**src/rtl/core/md4_pkg.sv**
```systemverilog
// shared types and constants for the md4 digest core
`default_nettype none
package md4_pkg;
  typedef struct packed {
    logic [31:0] data_word;
    logic [2:0]  byte_count;
    logic        end_of_message;
  } in_req_t;

  typedef struct packed {
    logic [63:0] digest_half;
    logic        half_index;
    logic        last_half;
  } out_req_t;

  localparam logic [31:0] INIT_A = 32'h67452301;
  localparam logic [31:0] INIT_B = 32'hefcdab89;
  localparam logic [31:0] INIT_C = 32'h98badcfe;
  localparam logic [31:0] INIT_D = 32'h10325476;
  localparam logic [31:0] K1 = 32'h5a827999;
  localparam logic [31:0] K2 = 32'h6ed9eba1;
  localparam logic [7:0]  PAD_BYTE = 8'h80;

  function automatic logic [3:0] word_sel(input logic [5:0] r);
    logic [3:0] i;
    begin
      i = r[3:0];
      case (r[5:4])
        2'd0: word_sel = i;
        2'd1: word_sel = {i[1:0], i[3:2]};
        default: word_sel = {i[0], i[1], i[2], i[3]};
      endcase
    end
  endfunction

  function automatic logic [4:0] rot_amt(input logic [5:0] r);
    begin
      case ({r[5:4], r[1:0]})
        4'b0000: rot_amt = 5'd3;
        4'b0001: rot_amt = 5'd7;
        4'b0010: rot_amt = 5'd11;
        4'b0011: rot_amt = 5'd19;
        4'b0100: rot_amt = 5'd3;
        4'b0101: rot_amt = 5'd5;
        4'b0110: rot_amt = 5'd9;
        4'b0111: rot_amt = 5'd13;
        4'b1000: rot_amt = 5'd3;
        4'b1001: rot_amt = 5'd9;
        4'b1010: rot_amt = 5'd11;
        default: rot_amt = 5'd15;
      endcase
    end
  endfunction
endpackage
`default_nettype wire

```
**src/rtl/core/md4_queue.sv**
```systemverilog
// two-entry request queue between the front and the back of the md4 core
`default_nettype none
module md4_queue (
  input  wire logic             clk,
  input  wire logic             rst_n,
  input  wire logic             wr_en,
  input  wire md4_pkg::in_req_t wr_data,
  output logic                  full,
  input  wire logic             rd_en,
  output md4_pkg::in_req_t      rd_data,
  output logic                  not_empty
);
  md4_pkg::in_req_t mem_r [2];
  logic       wp_r, rp_r;
  logic [1:0] cnt_r;

  always_ff @(posedge clk) begin
    if (wr_en) begin
      mem_r[wp_r] <= wr_data;
    end
  end

  always_ff @(posedge clk) begin
    if (!rst_n) begin
      wp_r  <= 1'b0;
      rp_r  <= 1'b0;
      cnt_r <= 2'd0;
    end else begin
      if (wr_en) wp_r <= ~wp_r;
      if (rd_en) rp_r <= ~rp_r;
      cnt_r <= cnt_r + {1'b0, wr_en} - {1'b0, rd_en};
    end
  end

  assign rd_data   = mem_r[rp_r];
  assign full      = cnt_r[1];
  assign not_empty = (cnt_r != 2'd0);

  a_no_overflow: assert property (@(posedge clk) disable iff (!rst_n)
    full |-> !wr_en) else $error("queue overflow");
  a_no_underflow: assert property (@(posedge clk) disable iff (!rst_n)
    !not_empty |-> !rd_en) else $error("queue underflow");
  a_cnt_range: assert property (@(posedge clk) disable iff (!rst_n)
    cnt_r != 2'd3) else $error("queue count out of range");
endmodule
`default_nettype wire

```
**src/rtl/core/md4_back.sv**
```systemverilog
// back end: byte packing, padding, 48-round compression and digest output
`default_nettype none
module md4_back (
  input  wire logic             clk,
  input  wire logic             rst_n,
  input  wire md4_pkg::in_req_t req,
  input  wire logic             req_valid,
  output logic                  req_take,
  output md4_pkg::out_req_t     out_data,
  output logic                  out_valid,
  input  wire logic             out_stall
);
  localparam logic [2:0] ST_IDLE = 3'd0;
  localparam logic [2:0] ST_PACK = 3'd1;
  localparam logic [2:0] ST_ROUND = 3'd2;
  localparam logic [2:0] ST_PAD = 3'd3;
  localparam logic [2:0] ST_LEN = 3'd4;
  localparam logic [2:0] ST_OUT0 = 3'd5;
  localparam logic [2:0] ST_OUT1 = 3'd6;

  logic [2:0]  state_r;
  logic [31:0] blk_r [16];
  logic [31:0] ch_r [4];
  logic [31:0] v_r [4];
  logic [5:0]  pos_r;
  logic [63:0] len_r;
  logic [5:0]  rnd_r;
  logic [31:0] data_r;
  logic [2:0]  left_r;
  logic        end_r;
  logic        fin_r;     // compression is the last (length) block
  logic        padded_r;  // 0x80 already placed

  // one round
  logic [1:0]  slot;
  logic [31:0] rb, rc, rd, f, k, sum, rot;
  logic [4:0]  s;
  always_comb begin
    slot = 2'd0 - rnd_r[1:0];
    rb = v_r[slot + 2'd1];
    rc = v_r[slot + 2'd2];
    rd = v_r[slot + 2'd3];
    case (rnd_r[5:4])
      2'd0: begin
        f = (rb & rc) | (~rb & rd);
        k = 32'd0;
      end
      2'd1: begin
        f = (rb & rc) | (rb & rd) | (rc & rd);
        k = md4_pkg::K1;
      end
      default: begin
        f = rb ^ rc ^ rd;
        k = md4_pkg::K2;
      end
    endcase
    sum = v_r[slot] + f + blk_r[md4_pkg::word_sel(rnd_r)] + k;
    s = md4_pkg::rot_amt(rnd_r);
    rot = (sum << s) | (sum >> (6'd32 - {1'b0, s}));
  end

  logic [2:0] cnt_in;
  assign cnt_in = (req.byte_count > 3'd4) ? 3'd4 : req.byte_count;
  assign req_take = (state_r == ST_IDLE) && req_valid;

  always_ff @(posedge clk) begin
    if (!rst_n) begin
      state_r <= ST_IDLE;
      pos_r   <= 6'd0;
      len_r   <= 64'd0;
      ch_r[0] <= md4_pkg::INIT_A;
      ch_r[1] <= md4_pkg::INIT_B;
      ch_r[2] <= md4_pkg::INIT_C;
      ch_r[3] <= md4_pkg::INIT_D;
      rnd_r   <= 6'd0;
      fin_r   <= 1'b0;
      padded_r <= 1'b0;
      left_r  <= 3'd0;
      end_r   <= 1'b0;
    end else begin
      case (state_r)
        ST_IDLE: begin
          if (req_valid) begin
            data_r <= req.data_word;
            left_r <= cnt_in;
            end_r  <= req.end_of_message;
            len_r  <= len_r + {58'd0, cnt_in, 3'd0};
            state_r <= ST_PACK;
          end
        end
        ST_PACK: begin
          if (left_r != 3'd0) begin
            blk_r[pos_r[5:2]][pos_r[1:0]*8 +: 8] <= data_r[7:0];
            data_r <= data_r >> 8;
            left_r <= left_r - 3'd1;
            pos_r  <= pos_r + 6'd1;
            if (pos_r == 6'd63) begin
              for (int i = 0; i < 4; i++) v_r[i] <= ch_r[i];
              rnd_r <= 6'd0;
              fin_r <= 1'b0;
              state_r <= ST_ROUND;
            end
          end else if (end_r) begin
            padded_r <= 1'b0;
            state_r <= ST_PAD;
          end else begin
            state_r <= ST_IDLE;
          end
        end
        ST_PAD: begin
          // place 0x80 then zero one byte a cycle up to the length field, or to the block end when the pad spills
          blk_r[pos_r[5:2]][pos_r[1:0]*8 +: 8] <= padded_r ? 8'd0 : md4_pkg::PAD_BYTE;
          padded_r <= 1'b1;
          pos_r <= pos_r + 6'd1;
          if (pos_r == 6'd63) begin
            for (int i = 0; i < 4; i++) v_r[i] <= ch_r[i];
            rnd_r <= 6'd0;
            fin_r <= 1'b0;
            state_r <= ST_ROUND;
          end else if (pos_r == 6'd55) begin
            state_r <= ST_LEN;
          end
        end
        ST_LEN: begin
          blk_r[14] <= len_r[31:0];
          blk_r[15] <= len_r[63:32];
          for (int i = 0; i < 4; i++) v_r[i] <= ch_r[i];
          rnd_r <= 6'd0;
          fin_r <= 1'b1;
          state_r <= ST_ROUND;
        end
        ST_ROUND: begin
          v_r[slot] <= rot;
          rnd_r <= rnd_r + 6'd1;
          if (rnd_r == 6'd47) begin
            ch_r[0] <= ch_r[0] + (slot == 2'd0 ? rot : v_r[0]);
            ch_r[1] <= ch_r[1] + (slot == 2'd1 ? rot : v_r[1]);
            ch_r[2] <= ch_r[2] + (slot == 2'd2 ? rot : v_r[2]);
            ch_r[3] <= ch_r[3] + (slot == 2'd3 ? rot : v_r[3]);
            if (fin_r) begin
              state_r <= ST_OUT0;
            end else if (padded_r && end_r && left_r == 3'd0) begin
              // pad spilled: second block of zeros plus length
              for (int i = 0; i < 14; i++) blk_r[i] <= 32'd0;
              state_r <= ST_LEN;
            end else begin
              state_r <= ST_PACK;
            end
          end
        end
        ST_OUT0: begin
          if (!out_stall) state_r <= ST_OUT1;
        end
        ST_OUT1: begin
          if (!out_stall) begin
            ch_r[0] <= md4_pkg::INIT_A;
            ch_r[1] <= md4_pkg::INIT_B;
            ch_r[2] <= md4_pkg::INIT_C;
            ch_r[3] <= md4_pkg::INIT_D;
            pos_r <= 6'd0;
            len_r <= 64'd0;
            padded_r <= 1'b0;
            end_r <= 1'b0;
            state_r <= ST_IDLE;
          end
        end
        default: state_r <= ST_IDLE;
      endcase
    end
  end

  always_comb begin
    out_valid = (state_r == ST_OUT0) || (state_r == ST_OUT1);
    out_data.half_index = (state_r == ST_OUT1);
    out_data.last_half  = (state_r == ST_OUT1);
    out_data.digest_half = (state_r == ST_OUT1) ? {ch_r[3], ch_r[2]} : {ch_r[1], ch_r[0]};
  end

  a_take_idle: assert property (@(posedge clk) disable iff (!rst_n)
    req_take |=> state_r == ST_PACK) else $error("take without pack");
  a_out_hold: assert property (@(posedge clk) disable iff (!rst_n)
    (out_valid && out_stall) |=> $stable(out_data)) else $error("result moved");
  a_round_range: assert property (@(posedge clk) disable iff (!rst_n)
    state_r == ST_ROUND |-> rnd_r < 6'd48) else $error("round out of range");
endmodule
`default_nettype wire

```
**src/rtl/core/md4_message_digest_core.sv**
```systemverilog
// top level of the md4 message digest core
// md4 (rfc 1320) hash engine. each request carries up to four message bytes
// (first byte in bits 7:0) and an end flag; a byte count above four counts
// as four. a two-entry queue takes requests while the back end works. the
// back end packs one byte per cycle, runs the 48 md4 rounds one per cycle
// on each full 64-byte block (one shared round unit). on the end flag
// padding is written one byte per cycle, then one or two final compressions
// run and the digest leaves as two 64-bit results (bytes 0-7, then 8-15 with
// last_half set); the core then restarts for a new message
`default_nettype none
module md4_message_digest_core (
  input  wire logic             clk,
  input  wire logic             rst_n,
  input  wire logic             in_valid,
  output logic                  in_stall,
  input  wire md4_pkg::in_req_t in_data,
  output logic                  out_valid,
  input  wire logic             out_stall,
  output md4_pkg::out_req_t     out_data
);
  md4_pkg::in_req_t q_data;
  logic q_full, q_ne, q_take;

  // front: queue accepts a request whenever there is room
  assign in_stall = q_full;

  md4_queue u_queue (
    .clk       (clk),
    .rst_n     (rst_n),
    .wr_en     (in_valid && !q_full),
    .wr_data   (in_data),
    .full      (q_full),
    .rd_en     (q_take),
    .rd_data   (q_data),
    .not_empty (q_ne)
  );

  // back: hashing engine and result port
  md4_back u_back (
    .clk       (clk),
    .rst_n     (rst_n),
    .req       (q_data),
    .req_valid (q_ne),
    .req_take  (q_take),
    .out_data  (out_data),
    .out_valid (out_valid),
    .out_stall (out_stall)
  );

  a_last_second: assert property (@(posedge clk) disable iff (!rst_n)
    (out_valid && out_data.last_half) |-> out_data.half_index)
    else $error("last flag on first half");
  a_take_nonempty: assert property (@(posedge clk) disable iff (!rst_n)
    q_take |-> q_ne) else $error("take from empty queue");
  a_half_order: assert property (@(posedge clk) disable iff (!rst_n)
    (out_valid && !out_stall && !out_data.half_index) |=>
      (out_valid && out_data.half_index)) else $error("second half missing");
endmodule
`default_nettype wire

```
**config.mk**
```make
export PLATFORM = sky130hd
export DESIGN_NAME = md4_message_digest_core
export DESIGN_NICKNAME = d
export VERILOG_FILES = /design/src/rtl/core/md4_pkg.sv /design/src/rtl/core/md4_queue.sv /design/src/rtl/core/md4_back.sv /design/src/rtl/core/md4_message_digest_core.sv
export SDC_FILE = /design/constraint.sdc
export NUM_CORES = 2
export LEC_CHECK = 0
export BUFFER_PORTS_ARGS = -buffer_cell sky130_fd_sc_hd__buf_2
export CAP_MARGIN = 10
export CELL_PAD_IN_SITES_DETAIL_PLACEMENT = 0
export CELL_PAD_IN_SITES_GLOBAL_PLACEMENT = 1
export CORE_MARGIN = 1
export CORE_UTILIZATION = 50
export DETAILED_ROUTE_END_ITERATION = 7
export GPL_TIMING_DRIVEN = 0
export MAX_ROUTING_LAYER = met4
export PLACE_DENSITY_LB_ADDON = 0.25
export SLEW_MARGIN = 20
export SYNTH_ARGS = -nofsm -noshare
export SYNTH_HDL_FRONTEND = slang
export SYNTH_SLANG_ARGS = --single-unit
```
**constraint.sdc**
```tcl
create_clock -name clk -period 12.7 [get_ports clk]
set_input_delay 0.635 -clock clk [delete_from_list [all_inputs] [get_ports clk]]
set_output_delay 0.635 -clock clk [all_outputs]
set_load 0.05 [all_outputs]
```
### After elaboration in Yosys (flattened, before gate mapping)

Memories as Yosys holds them, arrays and structs flattened. A register that Yosys moved wholly into a read port is not among the register bits.
Index checks and enable logic that the tools add are counted.

* register bits after elaboration: 121
* latch bits: 0
* memory bits (writable): 840
* ROM bits: 64
* input bits: 40
* word-level logic and storage cells: 302
* memories kept: 5

Memory list
* u_back.blk_r: words 16, bits a word 32, rd ports 1, clocked after Yosys merged registers in 0, wr ports 14, RTL line md4_back.sv:22 `logic [31:0] blk_r [16];`
* u_back.ch_r: words 4, bits a word 32, rd ports 4, clocked after Yosys merged registers in 0, wr ports 4, RTL line md4_back.sv:23 `logic [31:0] ch_r [4];`
* u_back.v_r: words 4, bits a word 32, rd ports 8, clocked after Yosys merged registers in 0, wr ports 4, RTL line md4_back.sv:24 `logic [31:0] v_r [4];`
* u_queue.mem_r: words 2, bits a word 36, rd ports 1, clocked after Yosys merged registers in 1, wr ports 1, RTL line md4_queue.sv:13 `md4_pkg::in_req_t mem_r [2];`
* (name not given): words 16, bits a word 4, rd ports 1, clocked after Yosys merged registers in 1, wr ports 0, RTL line md4_pkg.sv:38 `case ({r[5:4], r[1:0]})`

* $add $sub $neg: 19
* multipliers: 0
* div/mod/pow operators: 0
* order comparisons: 1
* equal/unequal tests: 22
* shift-type cells: 5
* muxes and demuxes: 148
* bitwise gates (word level): 61
* reductions and logical operators: 29

Operators with widths (number)
* $mux 32: 30
* $add 32x32->32: 6
* $mux 64: 3
* $and 32x32->32: 4
* $or 32x32->32: 4
* $pmux 32 s2: 2
* $pmux 64 s2: 1
* $reduce_or 32->1: 4
* $mux 1: 78
* $shiftx 8x34->32: 2
* $add 64x6->64: 1
* $xor 32x32->32: 2
* $pmux 31 s2: 1
* $or 1x1->1: 48
* $mux 3: 13
* $neg 5->34: 1
* $shift 8x34->32 const A: 1
* $add 32x31->32: 1
* $not 32->32: 1
* $shl 32x5->32: 1
* $shr 32x6->32: 1
* $mux 6: 4
* $pmux 6 s4: 1
* $pmux 3 s7: 1
* other kinds (40): 74

### Depth between registers and ports, before layout

An unclocked memory read counts as a cell.

* depth in word-level cells: 16
* gate-level depth with buffers: 47
* gate-level depth less buffers: 41

### Modules after synthesis

A second synthesis with hierarchy kept.

* cell total of the unflattened synthesis: 6285
* area total of the unflattened synthesis: 58951.5 um^2

By module, submodules not included
* md4_back: instances 1, cells each 6152, area each 55964.9 um^2, seq. area each 20619.8 um^2
* md4_queue: instances 1, cells each 132, area each 2972.9 um^2, seq. area each 2262.2 um^2
* md4_message_digest_core: instances 1, cells each 1, area each 13.8 um^2, seq. area each 0.0 um^2

### Least setup slack after synthesis

No wires, ideal clock.

* path type: flip-flop to flip-flop
* start point: register u_back.rnd_r[0]
* end point: memory u_back.ch_r[3][31]
* setup time: 74 ps
* arrival time: 10676 ps
* data required time: 12626 ps
* setup slack: 1949 ps
* stages on the path, launching flop included: 40
* period minus slack after synthesis: 10751 ps
* cells stage by stage: dfxtp_1 buf_2 buf_1 buf_1 inv_1 ha_1 clkbuf_1 buf_1 clkbuf_1 mux4_2 fa_1 inv_1 fa_1 inv_1 ha_1 buf_2 a2111oi_0 o211ai_1 [... 4 more ...] a21oi_1 mux2_2 mux2_2 mux2i_1 mux2_2 ha_1 a21oi_1 o21ai_0 a31o_2 o41a_1 a211oi_1 o21ai_0 a21o_1 a31o_2 a31oi_1 xnor2_1 or3_1 o21ai_0

RTL lines
* from (decl): RTL line md4_back.sv:27 `logic [5:0] rnd_r;`
* from (signal assigned): RTL line md4_back.sv:134 `rnd_r <= rnd_r + 6'd1;`
* to (decl): RTL line md4_back.sv:23

==> report_table.html <==
<table>
<tr><th>Metric</th><th>Value</th></tr>
<tr><th colspan="2">Job</th></tr>
<tr><td>Total of max-cap violations</td><td>0</td></tr>
<tr><th colspan="2">Critical path</th></tr>
<tr><td>Crit path max-delay family</td><td>compound AO/OA/AOI/OAI gates</td></tr>
<tr><td>Crit path DAT</td><td>13.01 ns</td></tr>
<tr><td>Crit Path Category</td><td>reg -&gt; reg</td></tr>
<tr><td>Critical R2R Launch</td><td>u_back.rnd_r[0]$_SDFFE_PN0P_</td></tr>
<tr><td>Slowest stage cell, crit path</td><td>mux2i_1</td></tr>
<tr><td>FF-to-FF End</td><td>u_back.ch_r[0][31]$_SDFFE_PP0P_</td></tr>
<tr><td>Req. time, crit path</td><td>13.37 ns</td></tr>
<tr><td>Critical path's largest stage delay</td><td>0.77 ns</td></tr>
<tr><td>Critical Path Source</td><td>u_back.rnd_r[0]$_SDFFE_PN0P_</td></tr>
<tr><td>Endpoint type of the worst setup path</td><td>flop</td></tr>
<tr><td>Crit path buf inv count</td><td>5</td></tr>
<tr><td>Critical path startpoint category</td><td>flop</td></tr>
<tr><td>Capture point of the critical path</td><td>u_back.ch_r[0][31]$_SDFFE_PP0P_</td></tr>
<tr><td>Critical path fanouts, max</td><td>10</td></tr>
<tr><td>Worst reg2reg setup slack</td><td>approximately 0.36 ns</td></tr>
<tr><td>CP Depth</td><td>38</td></tr>
<tr><td>Length in cells of the worst reg-to-reg path</td><td>38</td></tr>
<tr><th colspan="2">Power</th></tr>
<tr><td>Power Internal</td><td>8.528 mW</td></tr>
<tr><td>Switching power of the nets</td><td>8.330 mW</td></tr>
<tr><td>Reported leakage power</td><td>24.06 nW</td></tr>
<tr><td>IR drop worst, VDD</td><td>roughly 0.0003 V</td></tr>
<tr><td>Net switching fraction of the power</td><td>between 40% and 50%</td></tr>
<tr><td>Portion of total power attributed to the clock network</td><td>20.2%</td></tr>
<tr><td>Part of the power in registers</td><td>20.8%</td></tr>
<tr><td>PD cells</td><td>approximately 260 nW/µm²</td></tr>
<tr><td>Combinational Power Share</td><td>59.1%</td></tr>
<tr><th colspan="2">Floorplanning</th></tr>
<tr><td>Area of the die</td><td>118400 µm²</td></tr>
<tr><td>Overall die width</td><td>344.1 µm</td></tr>
<tr><td>Chip Height</td><td>around 340 µm</td></tr>
<tr><td>Standard cell core area</td><td>116000 µm²</td></tr>
<tr><td>Top-Level Pins</td><td>108</td></tr>
<tr><td>Number of placement rows</td><td>125</td></tr>
<tr><td>Initial standard-cell utilization of the core</td><td>50.41%</td></tr>
<tr><th colspan="2">Global route</th></tr>
<tr><td>Grt ovf</td><td>0</td></tr>
<tr><td>Initial antenna violation count</td><td>9</td></tr>
<tr><td>Global router's overall resource usage</td><td>roughly 40%</td></tr>
<tr><td>Vias in the first global route</td><td>~48k</td></tr>
<tr><td>Largest net degree at the start of global routing</td><td>32</td></tr>
<tr><td>First-pass GRT wire length</td><td>about 330000 µm</td></tr>
<tr><th colspan="2">Place</th></tr>
<tr><td>Number of I/O port buffers</td><td>107</td></tr>
<tr><td>Hpwl dp</td><td>~180000 µm</td></tr>
<tr><td>Placed standard-cell area</td><td>61300 µm²</td></tr>
<tr><td>Final weighted congestion of routability-driven global placement</td><td>1.118</td></tr>
<tr><td>Worst slack at placement</td><td>-2.506 ns</td></tr>
<tr><td>Post-Place Cells</td><td>slightly below 8k</td></tr>
<tr><th colspan="2">Synth</th></tr>
<tr><td>Number of unique standard cell types used by synthesis</td><td>86</td></tr>
<tr><td>Syn_area_per_cell</td><td>9.392 µm²</td></tr>
<tr><td>Post-Synthesis Cells</td><td>around 6.2k</td></tr>
<tr><td>Post-Synthesis Cell Area</td><td>58500 µm²</td></tr>
<tr><td>EDFF count, synth</td><td>360</td></tr>
<tr><td>Number of warnings printed during yosys synthesis</td><td>0</td></tr>
<tr><td>Flip-flop and latch count after synthesis</td><td>963</td></tr>
<tr><td>Commonest register cell after synthesis</td><td>dfxtp_1</td></tr>
<tr><td>Net Count, Synth</td><td>~6.6k</td></tr>
<tr><td>Seq/Total Area, Yosys</td><td>39.11%</td></tr>
<tr><td>Async set or reset register ratio after synthesis</td><td>0%</td></tr>
<tr><th colspan="2">Drt</th></tr>
<tr><td>Overall via count from detail_route</td><td>approximately 52k</td></tr>
<tr><td>Final WL</td><td>233600 µm</td></tr>
<tr><td>WL per Instance</td><td>28.90 µm</td></tr>
<tr><td>First-pass iteration count of the detailed router</td><td>8</td></tr>
<tr><td>Number of remaining DRC errors</td><td>0</td></tr>
<tr><td>DRT iter0 DRCs</td><td>between 7k and 8k</td></tr>
<tr><td>Via density</td><td>6.433</td></tr>
<tr><td>Count of nets left with antenna violations after detail routing</td><td>0</td></tr>
<tr><th colspan="2">Finish</th></tr>
<tr><td>Number of cells in the finished layout apart from fillers</td><td>~8.1k</td></tr>
<tr><td>Leading cell type in the layout, fill and taps excluded</td><td>nand2_1</td></tr>
<tr><td>Final Cell Area</td><td>65400 µm²</td></tr>
<tr><td>Number of nets in the layout</td><td>slightly below 7k</td></tr>
<tr><td>Fraction of final layout cells sized beyond drive strength 1</td><td>13.10%</td></tr>
<tr><td>Layout filler cell count</td><td>10.50k</td></tr>
<tr><td>Highest-count cells in the layout ignoring fill and taps</td><td>839 x nand2_1, 660 x o21ai_0, 603 x dfxtp_1</td></tr>
<tr><td>Core occupancy in the finished layout</td><td>56.36%</td></tr>
<tr><td>Area growth, synth to finish</td><td>11.80%</td></tr>
<tr><th colspan="2">Outcome</th></tr>
<tr><td>Outcome</td><td>complete, no violations</td></tr>
<tr><th colspan="2">Timing</th></tr>
<tr><td>Shortest period the worst path allows</td><td>approximately 12 ns</td></tr>
<tr><td>Fraction of the cycle the final worst path needs</td><td>97.18%</td></tr>
<tr><td>Total count of hold-check failures in the final report</td><td>0</td></tr>
<tr><td>Achievable Freq</td><td>81.03 MHz</td></tr>
<tr><td>Clock Skews</td><td>0.07689 ns</td></tr>
<tr><td>Worst slew pin tran</td><td>1.341 ns</td></tr>
<tr><td>Final Worst Setup Slack</td><td>0.3584 ns</td></tr>
<tr><td>Setup violations, final</td><td>0</td></tr>
<tr><td>Setup repair after global routing missed its margin</td><td>no</td></tr>
<tr><td>Slew Limit Headroom</td><td>10.59%</td></tr>
<tr><td>Final number of max-transition violations</td><td>0</td></tr>
<tr><th colspan="2">CTS</th></tr>
<tr><td>CTS root buffer</td><td>clkbuf_16</td></tr>
<tr><td>Buffers from clock root to sink, at most</td><td>3</td></tr>
<tr><td>Clock network latency to the later pin of the worst-skew pair</td><td>0.76 ns</td></tr>
<tr><td>Number of clock sinks</td><td>963</td></tr>
<tr><td>TritonCTS clock tree</td><td>built</td></tr>
<tr><td>Clock transition at the register clock pins on the worst setup and hold paths after CTS</td><td>about 0.060 ns</td></tr>
<tr><td>Total clock buffers created by CTS</td><td>roughly 110</td></tr>
<tr><td>Maximum level of the CTS H-tree</td><td>3</td></tr>
<tr><th colspan="2">Hold path</th></tr>
<tr><td>Class of the worst hold path</td><td>in -&gt; reg</td></tr>
</table>
==> routing by layer <==
metal	routed length, µm	global-route usage (%)
met4	8641	12.88
met1	99960	57.49
met2	93040	52.80
met5	0	-
met3	32010	12.00
==> through the flow <==
| step | hold WS [ns] | total power [mW] | setup TNS [ns] |
|---|---|---|---|
| global route | 0.04766 | 17.44 | 0 |
| CTS | 0.02414 | 16.23 | 0 |
| detailed placement | 0.4645 | 12.79 | -90.86 |
| floorplan | 0.4504 | 9.279 | 0 |
| finish | 0.07081 | 16.86 | 0 |
| global placement | 0.4572 | 12.55 | -136.88 |
==> Yosys cell counts (all sizes together), types with 8 or more instances <==
cell | instances | area (µm²)
inv | 152 | 570.5
ha | 189 | 2365
nor3b | 8 | 60.06
o211ai | 18 | 135.1
o2bb2ai | 12 | 105.1
o221ai | 19 | 166.4
nand2b | 43 | 269.0
mux2i | 337 | 3398
dfxtp | 603 | 12070
and4 | 9 | 78.83
a211oi | 43 | 322.8
o22ai | 18 | 112.6
mux4 | 202 | 4549
edfxtp | 360 | 10810
a21boi | 8 | 60.06
and2 | 62 | 387.9
o31ai | 21 | 157.7
and3 | 28 | 175.2
nor2 | 554 | 2082
mux2 | 226 | 2549
nand3 | 76 | 380.4
nor2b | 54 | 337.8
a31o | 11 | 96.34
a22oi | 10 | 75.07
xnor2 | 87 | 762.0
o21a | 30 | 232.7
o21ai | 685 | 3432
or3 | 29 | 181.4
nand2 | 843 | 3167
a31oi | 28 | 175.2
a21o | 80 | 600.6
xor2 | 101 | 884.6
fa | 92 | 1842
buf | 70 | 300.3
o21bai | 17 | 127.6
nor3 | 54 | 270.3
a21oi | 596 | 2990
clkbuf | 340 | 1276
nand4 | 16 | 100.1
==> layout make-up <==
type                       count  area (µm²)  area share (%)
sequential                   963       22880           34.99
inverter                     156       585.6          0.8953
tap                         1524        1907           2.916
multi-input combinational   4700       33690           51.52
clock inverter                60       809.5           1.238
antenna                        4       10.01         0.01530
buffer                       407        1672           2.556
clock buffer                 144        3020           4.618
timing repair buffer         128       824.5           1.261
==> power groups by stage <==
stage / logic, mW / clock network, mW / registers, mW
6_report: 9.96 / 3.40 / 3.50
5_1_grt: 10.4 / 3.53 / 3.51
4_1_cts: 9.33 / 3.41 / 3.50
3_5_place_dp: 9.22 / 0 / 3.56
3_3_place_gp: 8.99 / 0 / 3.57
2_1_floorplan: 5.78 / 0 / 3.50
==> worst min-delay path by stage <==
stage          cells after the start                                end  slack (ns)                         startpoint
3_5_place_dp                       2    u_back.blk_r[4][0]$_SDFFE_PP0P_        0.46    u_back.blk_r[4][0]$_SDFFE_PP0P_
6_report                           1     u_queue.mem_r[0][33]$_DFFE_PP_        0.07                        in_data[33]
5_1_grt                            1     u_queue.mem_r[0][33]$_DFFE_PP_        0.05                        in_data[33]
4_1_cts                            1     u_queue.mem_r[0][25]$_DFFE_PP_        0.02                        in_data[25]
3_3_place_gp                       2  u_back.blk_r[10][27]$_SDFFE_PP0P_        0.46  u_back.blk_r[10][27]$_SDFFE_PP0P_
2_1_floorplan                      2   u_back.blk_r[13][7]$_SDFFE_PP0P_        0.45   u_back.blk_r[13][7]$_SDFFE_PP0P_
==> registers in the layout, indices dropped and copies added (netlist names), named ones only <==
signal,flops
u_back.s,4
u_back.ch_r,128
u_back.pos_r,6
u_queue.rp_r,1
u_queue.cnt_r,2
u_back.padded_r,1
u_back.end_r,1
u_back.blk_r,512
u_back.state_r,3
u_queue.wp_r,1
u_back.rnd_r,6
u_back.left_r,3
u_queue.mem_r,72
u_back.fin_r,1
u_back.data_r,32
u_back.v_r,128
u_back.len_r,61
==> repair_timing <==
action | in CTS | in global routing
hold buffers | 0 | 0
resized for setup | 41 | 69
pin swaps | 1 | 1
buffers inserted | 1 | 3
endpoints found under the setup margin | 97 | 39
==> cells by family after synthesis <==
logic type | Yosys count | share of synthesized area [%]
AOI/OAI and AO/OA | 1668 | 16.16
xor gates and xnor gates | 189 | 2.853
adders and majority gates | 281 | 7.191
buffers and inverters | 566 | 3.696
DFF | 963 | 39.11
muxes | 765 | 17.94
and+or+nand+nor | 1797 | 13.04
Power figures use the tool's default switching activity.
